### src/sv/pbmd_pkg.sv
// Shared types and constants for the point-to-box distance core.
package pbmd_pkg;

    localparam int COORD_W = 16;
    localparam int GAP_W   = 16;
    localparam int SQ_W    = 2 * GAP_W;
    localparam int SUM_W   = 37;
    localparam int DIST_W  = 18;
    localparam int IN_W    = 3 * COORD_W;
    localparam int OUT_W   = 72;

    localparam logic [SUM_W-1:0] SUM_CAP = {1'b0, {(SUM_W-1){1'b1}}};

    typedef struct packed {
        logic capture;
        logic square;
        logic accum;
        logic root_step;
        logic load;
    } ctrl_cmd_t;

    typedef struct packed {
        logic last;
        logic root_last;
    } ctrl_status_t;

endpackage

### src/sv/pbmd_datapath.sv
// Datapath: gap selection, squaring, saturating sums, shared square-root unit and result register.
module pbmd_datapath (
    input  logic                        aclk,
    input  logic                        aresetn,
    input  logic [pbmd_pkg::IN_W-1:0]   s_tdata,
    input  logic                        s_tlast,
    input  pbmd_pkg::ctrl_cmd_t         cmd,
    output pbmd_pkg::ctrl_status_t      status,
    output logic [pbmd_pkg::OUT_W-1:0]  m_tdata,
    output logic                        m_tlast
);
    import pbmd_pkg::*;

    logic signed [COORD_W-1:0] lo, hi, x;
    logic signed [COORD_W:0]   lohi_sum, x_twice;
    logic signed [COORD_W:0]   gap_min, gap_max;
    logic signed [COORD_W:0]   neg_min, neg_max;
    logic [COORD_W-1:0]        far_sel, near_sel;

    logic [GAP_W-1:0]   abs_min_reg, abs_max_reg;
    logic [COORD_W-1:0] far_reg, near_reg;
    logic               last_reg;
    logic [SQ_W-1:0]    sq_min_reg, sq_max_reg;
    logic [SUM_W-1:0]   min_sum_reg, max_sum_reg;
    logic [SUM_W:0]     min_add, max_add;
    logic [SUM_W-1:0]   min_sat, max_sat;

    logic [SUM_W-1:0]   rad_min_reg, rad_max_reg;
    logic [SUM_W-1:0]   res_min_reg, res_max_reg;
    logic [SUM_W-1:0]   bit_reg;
    logic [SUM_W:0]     trial_min, trial_max;

    logic [COORD_W-1:0] out_far_reg, out_near_reg;
    logic [DIST_W-1:0]  out_min_reg, out_max_reg;
    logic               out_last_reg;

    assign lo       = s_tdata[COORD_W-1:0];
    assign hi       = s_tdata[2*COORD_W-1:COORD_W];
    assign x        = s_tdata[3*COORD_W-1:2*COORD_W];
    assign lohi_sum = {lo[COORD_W-1], lo} + {hi[COORD_W-1], hi};
    assign x_twice  = {x, 1'b0};

    // Tests run in order: at or below low, at or above high, then strictly inside.
    always_comb begin
        if (x <= lo) begin
            gap_min  = {lo[COORD_W-1], lo} - {x[COORD_W-1], x};
            gap_max  = {hi[COORD_W-1], hi} - {x[COORD_W-1], x};
            far_sel  = hi;
            near_sel = lo;
        end else if (x >= hi) begin
            gap_min  = {x[COORD_W-1], x} - {hi[COORD_W-1], hi};
            gap_max  = {x[COORD_W-1], x} - {lo[COORD_W-1], lo};
            far_sel  = lo;
            near_sel = hi;
        end else begin
            gap_min  = '0;
            near_sel = x;
            if (x_twice < lohi_sum) begin
                gap_max = {hi[COORD_W-1], hi} - {x[COORD_W-1], x};
                far_sel = hi;
            end else begin
                gap_max = {x[COORD_W-1], x} - {lo[COORD_W-1], lo};
                far_sel = lo;
            end
        end
    end

    // An inverted box can give negative gaps; only the magnitude is squared.
    assign neg_min = -gap_min;
    assign neg_max = -gap_max;

    assign min_add = {1'b0, min_sum_reg} + {{(SUM_W+1-SQ_W){1'b0}}, sq_min_reg};
    assign max_add = {1'b0, max_sum_reg} + {{(SUM_W+1-SQ_W){1'b0}}, sq_max_reg};
    assign min_sat = (min_add > {1'b0, SUM_CAP}) ? SUM_CAP : min_add[SUM_W-1:0];
    assign max_sat = (max_add > {1'b0, SUM_CAP}) ? SUM_CAP : max_add[SUM_W-1:0];

    assign trial_min = {1'b0, res_min_reg} + {1'b0, bit_reg};
    assign trial_max = {1'b0, res_max_reg} + {1'b0, bit_reg};

    always_ff @(posedge aclk) begin
        if (!aresetn) begin
            min_sum_reg <= '0;
            max_sum_reg <= '0;
        end else if (cmd.accum) begin
            if (last_reg) begin
                min_sum_reg <= '0;
                max_sum_reg <= '0;
            end else begin
                min_sum_reg <= min_sat;
                max_sum_reg <= max_sat;
            end
        end
    end

    always_ff @(posedge aclk) begin
        if (cmd.capture) begin
            abs_min_reg <= gap_min[COORD_W] ? neg_min[GAP_W-1:0] : gap_min[GAP_W-1:0];
            abs_max_reg <= gap_max[COORD_W] ? neg_max[GAP_W-1:0] : gap_max[GAP_W-1:0];
            far_reg     <= far_sel;
            near_reg    <= near_sel;
            last_reg    <= s_tlast;
        end
        if (cmd.square) begin
            sq_min_reg <= abs_min_reg * abs_min_reg;
            sq_max_reg <= abs_max_reg * abs_max_reg;
        end
        if (cmd.accum) begin
            rad_min_reg <= min_sat;
            rad_max_reg <= max_sat;
            res_min_reg <= '0;
            res_max_reg <= '0;
            bit_reg     <= {1'b1, {(SUM_W-1){1'b0}}};
        end else if (cmd.root_step) begin
            // One restoring step per cycle for both roots, sharing the trial bit.
            if ({1'b0, rad_min_reg} >= trial_min) begin
                rad_min_reg <= rad_min_reg - trial_min[SUM_W-1:0];
                res_min_reg <= (res_min_reg >> 1) + bit_reg;
            end else begin
                res_min_reg <= res_min_reg >> 1;
            end
            if ({1'b0, rad_max_reg} >= trial_max) begin
                rad_max_reg <= rad_max_reg - trial_max[SUM_W-1:0];
                res_max_reg <= (res_max_reg >> 1) + bit_reg;
            end else begin
                res_max_reg <= res_max_reg >> 1;
            end
            bit_reg <= bit_reg >> 2;
        end
        if (cmd.load) begin
            out_far_reg  <= far_reg;
            out_near_reg <= near_reg;
            out_min_reg  <= last_reg ? res_min_reg[DIST_W-1:0] : '0;
            out_max_reg  <= last_reg ? res_max_reg[DIST_W-1:0] : '0;
            out_last_reg <= last_reg;
        end
    end

    assign status.last      = last_reg;
    assign status.root_last = bit_reg[0];

    assign m_tdata = {{(OUT_W-2*COORD_W-2*DIST_W){1'b0}},
                      out_max_reg, out_min_reg, out_near_reg, out_far_reg};
    assign m_tlast = out_last_reg;

endmodule

### src/sv/pbmd_ctrl.sv
// Controller state machine sequencing one beat through the datapath.
module pbmd_ctrl (
    input  logic                    aclk,
    input  logic                    aresetn,
    input  logic                    s_tvalid,
    output logic                    s_tready,
    output logic                    m_tvalid,
    input  logic                    m_tready,
    input  pbmd_pkg::ctrl_status_t  status,
    output pbmd_pkg::ctrl_cmd_t     cmd
);
    import pbmd_pkg::*;

    localparam logic [2:0] S_IDLE   = 3'd0;
    localparam logic [2:0] S_SQUARE = 3'd1;
    localparam logic [2:0] S_ACCUM  = 3'd2;
    localparam logic [2:0] S_ROOT   = 3'd3;
    localparam logic [2:0] S_LOAD   = 3'd4;

    logic [2:0] state_reg, state_next;
    logic       m_tvalid_reg, m_tvalid_next;
    logic       out_free;

    // The result register may be refilled once its previous beat has gone or is going.
    assign out_free = !m_tvalid_reg || m_tready;

    assign s_tready      = (state_reg == S_IDLE);
    assign cmd.capture   = s_tvalid && s_tready;
    assign cmd.square    = (state_reg == S_SQUARE);
    assign cmd.accum     = (state_reg == S_ACCUM);
    assign cmd.root_step = (state_reg == S_ROOT);
    assign cmd.load      = (state_reg == S_LOAD) && out_free;
    assign m_tvalid      = m_tvalid_reg;

    always_comb begin
        state_next = state_reg;
        case (state_reg)
            S_IDLE: begin
                if (s_tvalid) state_next = S_SQUARE;
            end
            S_SQUARE: state_next = S_ACCUM;
            S_ACCUM: begin
                state_next = status.last ? S_ROOT : S_LOAD;
            end
            S_ROOT: begin
                if (status.root_last) state_next = S_LOAD;
            end
            S_LOAD: begin
                if (out_free) state_next = S_IDLE;
            end
            default: state_next = S_IDLE;
        endcase
    end

    always_comb begin
        m_tvalid_next = m_tvalid_reg;
        if (cmd.load) begin
            m_tvalid_next = 1'b1;
        end else if (m_tready) begin
            m_tvalid_next = 1'b0;
        end
    end

    always_ff @(posedge aclk) begin
        if (!aresetn) begin
            state_reg    <= S_IDLE;
            m_tvalid_reg <= 1'b0;
        end else begin
            state_reg    <= state_next;
            m_tvalid_reg <= m_tvalid_next;
        end
    end

    a_accept_starts: assert property (@(posedge aclk) disable iff (!aresetn)
        cmd.capture |=> state_reg == S_SQUARE)
        else $error("accepted beat did not move to the squaring step");

    a_load_when_free: assert property (@(posedge aclk) disable iff (!aresetn)
        cmd.load |-> (!m_tvalid_reg || m_tready))
        else $error("result register overwritten while still held");

    a_load_shows: assert property (@(posedge aclk) disable iff (!aresetn)
        cmd.load |=> m_tvalid_reg)
        else $error("loaded result not presented");

    a_no_accept_busy: assert property (@(posedge aclk) disable iff (!aresetn)
        (state_reg == S_ROOT) |-> !cmd.capture && !cmd.load)
        else $error("accept or load during square root");

endmodule

### src/sv/point_box_min_max_distance_core.sv
// m_tvalid rises after an accepted beat has passed the square, accumulate and load states.
// A last beat also passes the root state, in the shared restoring square-root unit, before the load.
// One beat is processed at a time: a new beat is taken only after the load state, back in idle.
// The result register lets the next beat start while a result waits for m_tready.
// aresetn is synchronous, active low: it clears the sums, the controller and m_tvalid.
module point_box_min_max_distance_core (
    input  logic                        aclk,
    input  logic                        aresetn,
    input  logic                        s_tvalid,
    output logic                        s_tready,
    // box_low [15:0], box_high [31:16], point_coord [47:32]
    input  logic [pbmd_pkg::IN_W-1:0]   s_tdata,
    input  logic                        s_tlast,
    output logic                        m_tvalid,
    input  logic                        m_tready,
    // far_coord [15:0], near_coord [31:16], min_distance [49:32], max_distance [67:50], zeros
    output logic [pbmd_pkg::OUT_W-1:0]  m_tdata,
    output logic                        m_tlast
);
    import pbmd_pkg::*;

    ctrl_cmd_t    cmd;
    ctrl_status_t status;

    pbmd_ctrl u_ctrl (
        .aclk     (aclk),
        .aresetn  (aresetn),
        .s_tvalid (s_tvalid),
        .s_tready (s_tready),
        .m_tvalid (m_tvalid),
        .m_tready (m_tready),
        .status   (status),
        .cmd      (cmd)
    );

    pbmd_datapath u_datapath (
        .aclk    (aclk),
        .aresetn (aresetn),
        .s_tdata (s_tdata),
        .s_tlast (s_tlast),
        .cmd     (cmd),
        .status  (status),
        .m_tdata (m_tdata),
        .m_tlast (m_tlast)
    );

endmodule

### config.mk
export PLATFORM = sky130hd
export DESIGN_NAME = point_box_min_max_distance_core
export DESIGN_NICKNAME = d
export VERILOG_FILES = /design/src/sv/pbmd_pkg.sv /design/src/sv/pbmd_datapath.sv /design/src/sv/pbmd_ctrl.sv /design/src/sv/point_box_min_max_distance_core.sv
export SDC_FILE = /design/constraint.sdc
export NUM_CORES = 2
export LEC_CHECK = 0
export BUFFER_PORTS_ARGS = -buffer_cell sky130_fd_sc_hd__buf_4
export CAP_MARGIN = 20
export CORE_MARGIN = 2
export CORE_UTILIZATION = 59
export DETAILED_ROUTE_END_ITERATION = 8
export HOLD_SLACK_MARGIN = 0.02
export PLACE_DENSITY_LB_ADDON = 0.2
export SYNTH_ARGS = -nofsm -noshare
export SYNTH_HDL_FRONTEND = slang
export SYNTH_SLANG_ARGS = --single-unit
### constraint.sdc
create_clock -name aclk -period 6.75 [get_ports aclk]
set_input_delay 1.35 -clock aclk [delete_from_list [all_inputs] [get_ports aclk]]
set_output_delay 1.35 -clock aclk [all_outputs]
set_load 0.1 [all_outputs]
# Yosys cells after proc, flatten, opt, wreduce, memory -nomap -nowiden
# Cells that the tools add are included.
# op_classes
n_addsub	15
multipliers	2
eq_ne	7
n_lt_le_gt_ge	7
reduce_logical	12
mux	31
# ops
cell	n
two-way mux 37 bit	12
two-way mux 16 bit	7
two-way mux 17 bit	5
adder 37 x 32 -> 38 bit	2
adder 37 x 37 -> 38 bit	2
greater-or-equal comparator 37 x 38 -> 1 bit	2
> comparator 38 x 36 -> 1 bit (second input constant)	2
adder 36 x 37 -> 37 bit	2
subtractor 37 bit	2
subtractor 16 x 16 -> 17 bit	4
multiplier 16 x 16 -> 32 bit	2
negator 16 bit	2
adder 16 x 16 -> 17 bit	1
less-than comparator 17 bit	1
greater-or-equal comparator 16 bit	1
<= comparator 16 bit	1
case mux 3 bit (5 select lines)	1
two-way mux 3 bit	4
nonzero test 2 bit	4
equality test 3 x 2 -> 1 bit (second input constant)	2
inequality test 2 x 1 -> 1 bit (second input constant)	2
AND reduction 2 bit	2
equality test 3 x 1 -> 1 bit (second input constant)	1
equality test 3 bit (second input constant)	1
other kinds (7)	9
# word_totals
input_bits	53
out_inout_bits	75
word_cells	95
regBits	443

# Depth between registers and ports, before layout
# logic_depth
ltp_word	7
ltp_mapped	30
depth_no_buf	28

# Modules after synthesis
# From an unflattened synthesis, not the netlist that was laid out.
# hier_totals
cells_unflattened	5421
hier_area_um2	47563.1
# by_module_without_submodules
module	cells_per_inst	seq_area_each_um2	n_inst	area_each_um2
pbmd_datapath	5391	11451.0	1	47309.1
pbmd_ctrl	30	80.1	1	254.0

# Least setup slack after synthesis
# OpenSTA, ideal clock, no wires.
# synth_timing
path_kind	register to register
from	register u_datapath.bit_reg[0]
to	register u_datapath.rad_max_reg[0], enable pin
setup_time_ns	0.444
slack_ns	-0.331
t_arrival_ns	6.638
required_time_ns	6.306
synth_period_minus_slack_ns	7.081
stages_incl_launch_ff	25
path_buffers	3
cell_sequence	dfxtp_1 ha_1 ha_1 a21o_1 a31o_2 a31oi_1 o211ai_1 a41o_1 a21bo_2 a21oi_1 a31oi_1 and3_1 o21ai_0 xor2_1 ha_1 nand4_1 or4_1 o41ai_1 o31a_1 o41ai_1 a31o_2 buf_2 buf_2 buf_2 a21oi_1
# synth_via
elab_chain_cells	4
# synth_rtl
item	line	rtl
start: declaration	pbmd_datapath.sv:30	logic [SUM_W-1:0] bit_reg;
start signal: assignment	pbmd_datapath.sv:112	bit_reg <= {1'b1, {(SUM_W-1){1'b0}}};
start signal: assignment	pbmd_datapath.sv:127	bit_reg <= bit_reg >> 2;
adder 37 x 37 -> 38 bit	pbmd_datapath.sv:78	assign trial_max = {1'b0, res_max_reg} + {1'b0, bit_reg};
greater-or-equal comparator 37 x 38 -> 1 bit	pbmd_datapath.sv:121	if ({1'b0, rad_max_reg} >= trial_max) begin
nonzero test 2 bit (no source line)	n/a	
AND reduction 2 bit (no source line)	n/a	
end signal: assignment	pbmd_datapath.sv:109	rad_max_reg <= max_sat;
end signal: assignment	pbmd_datapath.sv:122	rad_max_reg <= rad_max_reg - trial_max[SUM_W-1:0];
end: declaration	pbmd_datapath.sv:28	logic [SUM_W-1:0] rad_min_reg, rad_max_reg;
# Every way passes these cells.
# A chain may end at the register's enable or synchronous reset.

# Final worst setup path
# layout_timing
from	register u_datapath.abs_max_reg[9]
to	register u_datapath.sq_max_reg[31] (data pin)
# layout_via
elab_chain_cells	1
# layout_rtl
item	line	rtl
start: declaration	pbmd_datapath.sv:20	logic [GAP_W-1:0] abs_min_reg, abs_max_reg;
start signal: assignment	pbmd_datapath.sv:98	abs_max_reg <= gap_max[COORD_W] ? neg_max[GAP_W-1:0] : gap_max[GAP_W-1:0];
multiplier 16 x 16 -> 32 bit	pbmd_datapath.sv:105	sq_max_reg <= abs_max_reg * abs_max_reg;
end signal: assignment	pbmd_datapath.sv:105	
end: declaration	pbmd_datapath.sv:23	logic [SQ_W-1:0] sq_min_reg, sq_max_reg;
# Every way passes these cells.

==> results.py <==
metrics = {
    "cells_and_area": {
        "final_cells": 6493,
        "layout-drive-gt1-share_pct": 8.41,
        "num-fill-cells": 6487,
        "layout.nets": 6303,
        "syn_to_final_growth_pct": 10.2,
        "num_antenna_cells": 0,
        "regArea_mm2": 0.0115,
        "mostFrequentLayoutCells": "inv_1, nand2_1, ha_1",
        "multi_input_area_mm2": 0.0322,
        "layout_commonest_cell": "inv_1",
    },
    "clock_network": {
        "clk_latency_ns": 0.64,
        "cts.sinks": 441,
        "cts_max_level": 2,
        "path_clk_slew_ns": 0.07,
        "cts_tree": "done",
        "cts-root-buf": "clkbuf_16",
        "clk_path_buf_depth": 3,
        "cts_hold_buf": 0,
        "numCtsBuffers": 52,
    },
    "grt": {
        "grt_first_pass_wirelength_mm": 194,
        "grt_antenna_before_repair": 0,
        "busiest_layer": "met2",
        "track_usage_pct": 29.2,
        "grtUsageMet3_pct": 3.08,
        "grtUsageMet2_pct": 48.7,
        "grt_start_max_net_pins": 64,
        "grt.overflow.total": 0,
        "grt_pass1_vias": 37200,
        "use_met1_pct": 39.0,
    },
    "run_status": {
        "status": "finished, final reports clean",
    },
    "yosys": {
        "ys_seq_area_share_pct": 24.7,
        "synth_flop_cell": "edfxtp_1",
        "yosysTopAreaCell": "edfxtp_1",
        "synth-compound-area-share_pct": 17.4,
        "synth_top_area_share_pct": 17.4,
        "syn_area_per_cell_um2": 8.88,
        "async_flop_share_pct": 0,
        "synth-xor-area-share_pct": 7.80,
        "synthMuxAreaShare_pct": 0.999,
        "ys_warn_count": 0,
        "synth.distinct_cells": 95,
        "synth_edf_count": 270,
        "syn-cell-area_mm2": 0.0467,
        "synth-seq-cells": 441,
        "synthAdderAreaFrac_pct": 28.1,
        "ys_top_cells_by_area": "edfxtp_1, fa_1, ha_1, dfxtp_1, inv_1",
        "synth-simple-area-share_pct": 14.2,
        "synth_top_family_by_area": "adder cells",
        "syn_inst": 5260,
    },
    "drt": {
        "vias": 37900,
        "wl_per_cell_um": 18.5,
        "viasPerCell": 5.84,
        "drt_wl_total_mm": 120,
        "drc": 0,
        "final_antenna_net_count": 0,
        "dr.pass1.iters": 6,
        "drt-initial-drc-count": 2746,
    },
    "sta": {
        "finalClockSkew_ns": 0.0364,
        "hold_viol_final": 0,
        "finalSetupViolations": 0,
        "drv_slew": 0,
        "fin_crit_ns": 6.50,
        "timing.slew.headroom_pct": 25.5,
        "whs_ns": 0.417,
        "finalCritPeriodShare_pct": 96.3,
        "fin_ws_ns": 0.248,
        "max_freq_ghz": 0.154,
        "worstMarginPinSlew_ns": 1.11,
    },
    "worst_hold_path": {
        "min_path_type": "register to register",
    },
    "placed_design": {
        "io_buffers": 123,
        "hpwl_mm": 95.1,
        "gp_congestion": 1.01,
        "pre_cts_ws_ns": -0.152,
        "place_inst": 6384,
    },
    "floorplan": {
        "die_x_um": 285,
        "fp.dieArea_mm2": 0.0814,
        "start_util_pct": 59.4,
        "rows": 103,
        "io_pins": 128,
        "core-area_mm2": 0.0786,
        "die_y_um": 285,
    },
    "critical_path": {
        "crit_fanout": 8,
        "worstSetupEndpointType": "register",
        "cp-start-kind": "register",
        "crit_required_ns": 7.11,
        "path_class": "register to register",
        "cp.arrival_ns": 6.86,
    },
    "flow_run": {
        "cap_violations": 0,
    },
}
[layout make-up]
class	instances	share of cell area (%)
Sequential cell	441	22.4
Clock buffer	77	3.10
Multi-Input combinational cell	4007	62.6
Clock inverter	18	0.508
Inverter	623	4.55
Timing Repair Buffer	277	4.25
Tap cell	1050	2.55
[logic make-up after synthesis]
family,count (synthesis)
flip-flops,441
buffers and inverters,815
AND/OR/NAND/NOR,1417
multiplexers,46
adder cells (fa/ha/maj),848
other,1
AO/OA/AOI/OAI,1276
XOR/XNOR,416
[through the flow]
stage | cell area [um^2] | setup TNS (ns) | util, %
finish | 51400 | 0 | 65.4
global route | 51400 | -0.0501 | 65.4
CTS | 51200 | 0 | 65.1
detailed placement | 49300 | -0.152 | 62.7
global placement | 49300 | -0.119 | 62.7
floorplan | 46700 | 0 | -
[timing repair]
action	4_1_cts	5_1_grt
pin swaps	0	11
endpoints found under the hold margin	0	0
setup buffers	0	12
setup endpoints to repair	1	9
resized for setup	2	22
[metal layers]
layer,vias up,routed length (um)
li1,18400,-
met4,0,5320
met1,18200,53000
met3,238,5970
met2,1119,56100
met5,-,0
[critical path, stage by stage, from the launching register on]
cell,delay (ns)
edfxtp_1,0.51
and2_4,0.22
fa_1,0.53
inv_1,0.06
fa_1,0.52
inv_1,0.05
fa_1,0.51
fa_1,0.43
fa_1,0.50
inv_1,0.05
fa_1,0.47
inv_1,0.04
ha_1,0.30
a21oi_1,0.14
o21ai_0,0.11
a41oi_2,0.27
o2bb2ai_2,0.10
o41a_1,0.42
a41o_1,0.22
or4_1,0.40
a31oi_1,0.19
o21ai_1,0.10
xnor2_1,0.13
[cells in the mapped netlist, drive strengths merged (27+ instances only)]
master,number
a211oi,47
a21o,112
a21oi,331
a22oi,27
a31oi,78
and2,134
and3,36
buf,34
clkbuf,158
dfxtp,171
edfxtp,270
fa,333
ha,515
inv,623
mux2i,41
nand2,532
nand2b,61
nand3,76
nand4,37
nor2,320
nor2b,71
nor3,62
o21a,44
o21ai,357
o21bai,50
o31ai,27
xnor2,239
xor2,177
[worst paths after layout]
path                            cells past startpoint                 startpoint  slack, ns                        end
worst max register to register                     22  u_datapath.abs_max_reg[9]       0.25  u_datapath.sq_max_reg[31]
worst min-delay path                                0      u_datapath.far_reg[4]       0.42  u_datapath.out_far_reg[4]
worst min register to register                      0      u_datapath.far_reg[4]       0.42  u_datapath.out_far_reg[4]
worst max-delay path                               22  u_datapath.abs_max_reg[9]       0.25  u_datapath.sq_max_reg[31]
Power is left out: the tool's default activity adds up to more than one toggle a clock period on the data nets, which glitch-free logic cannot reach.
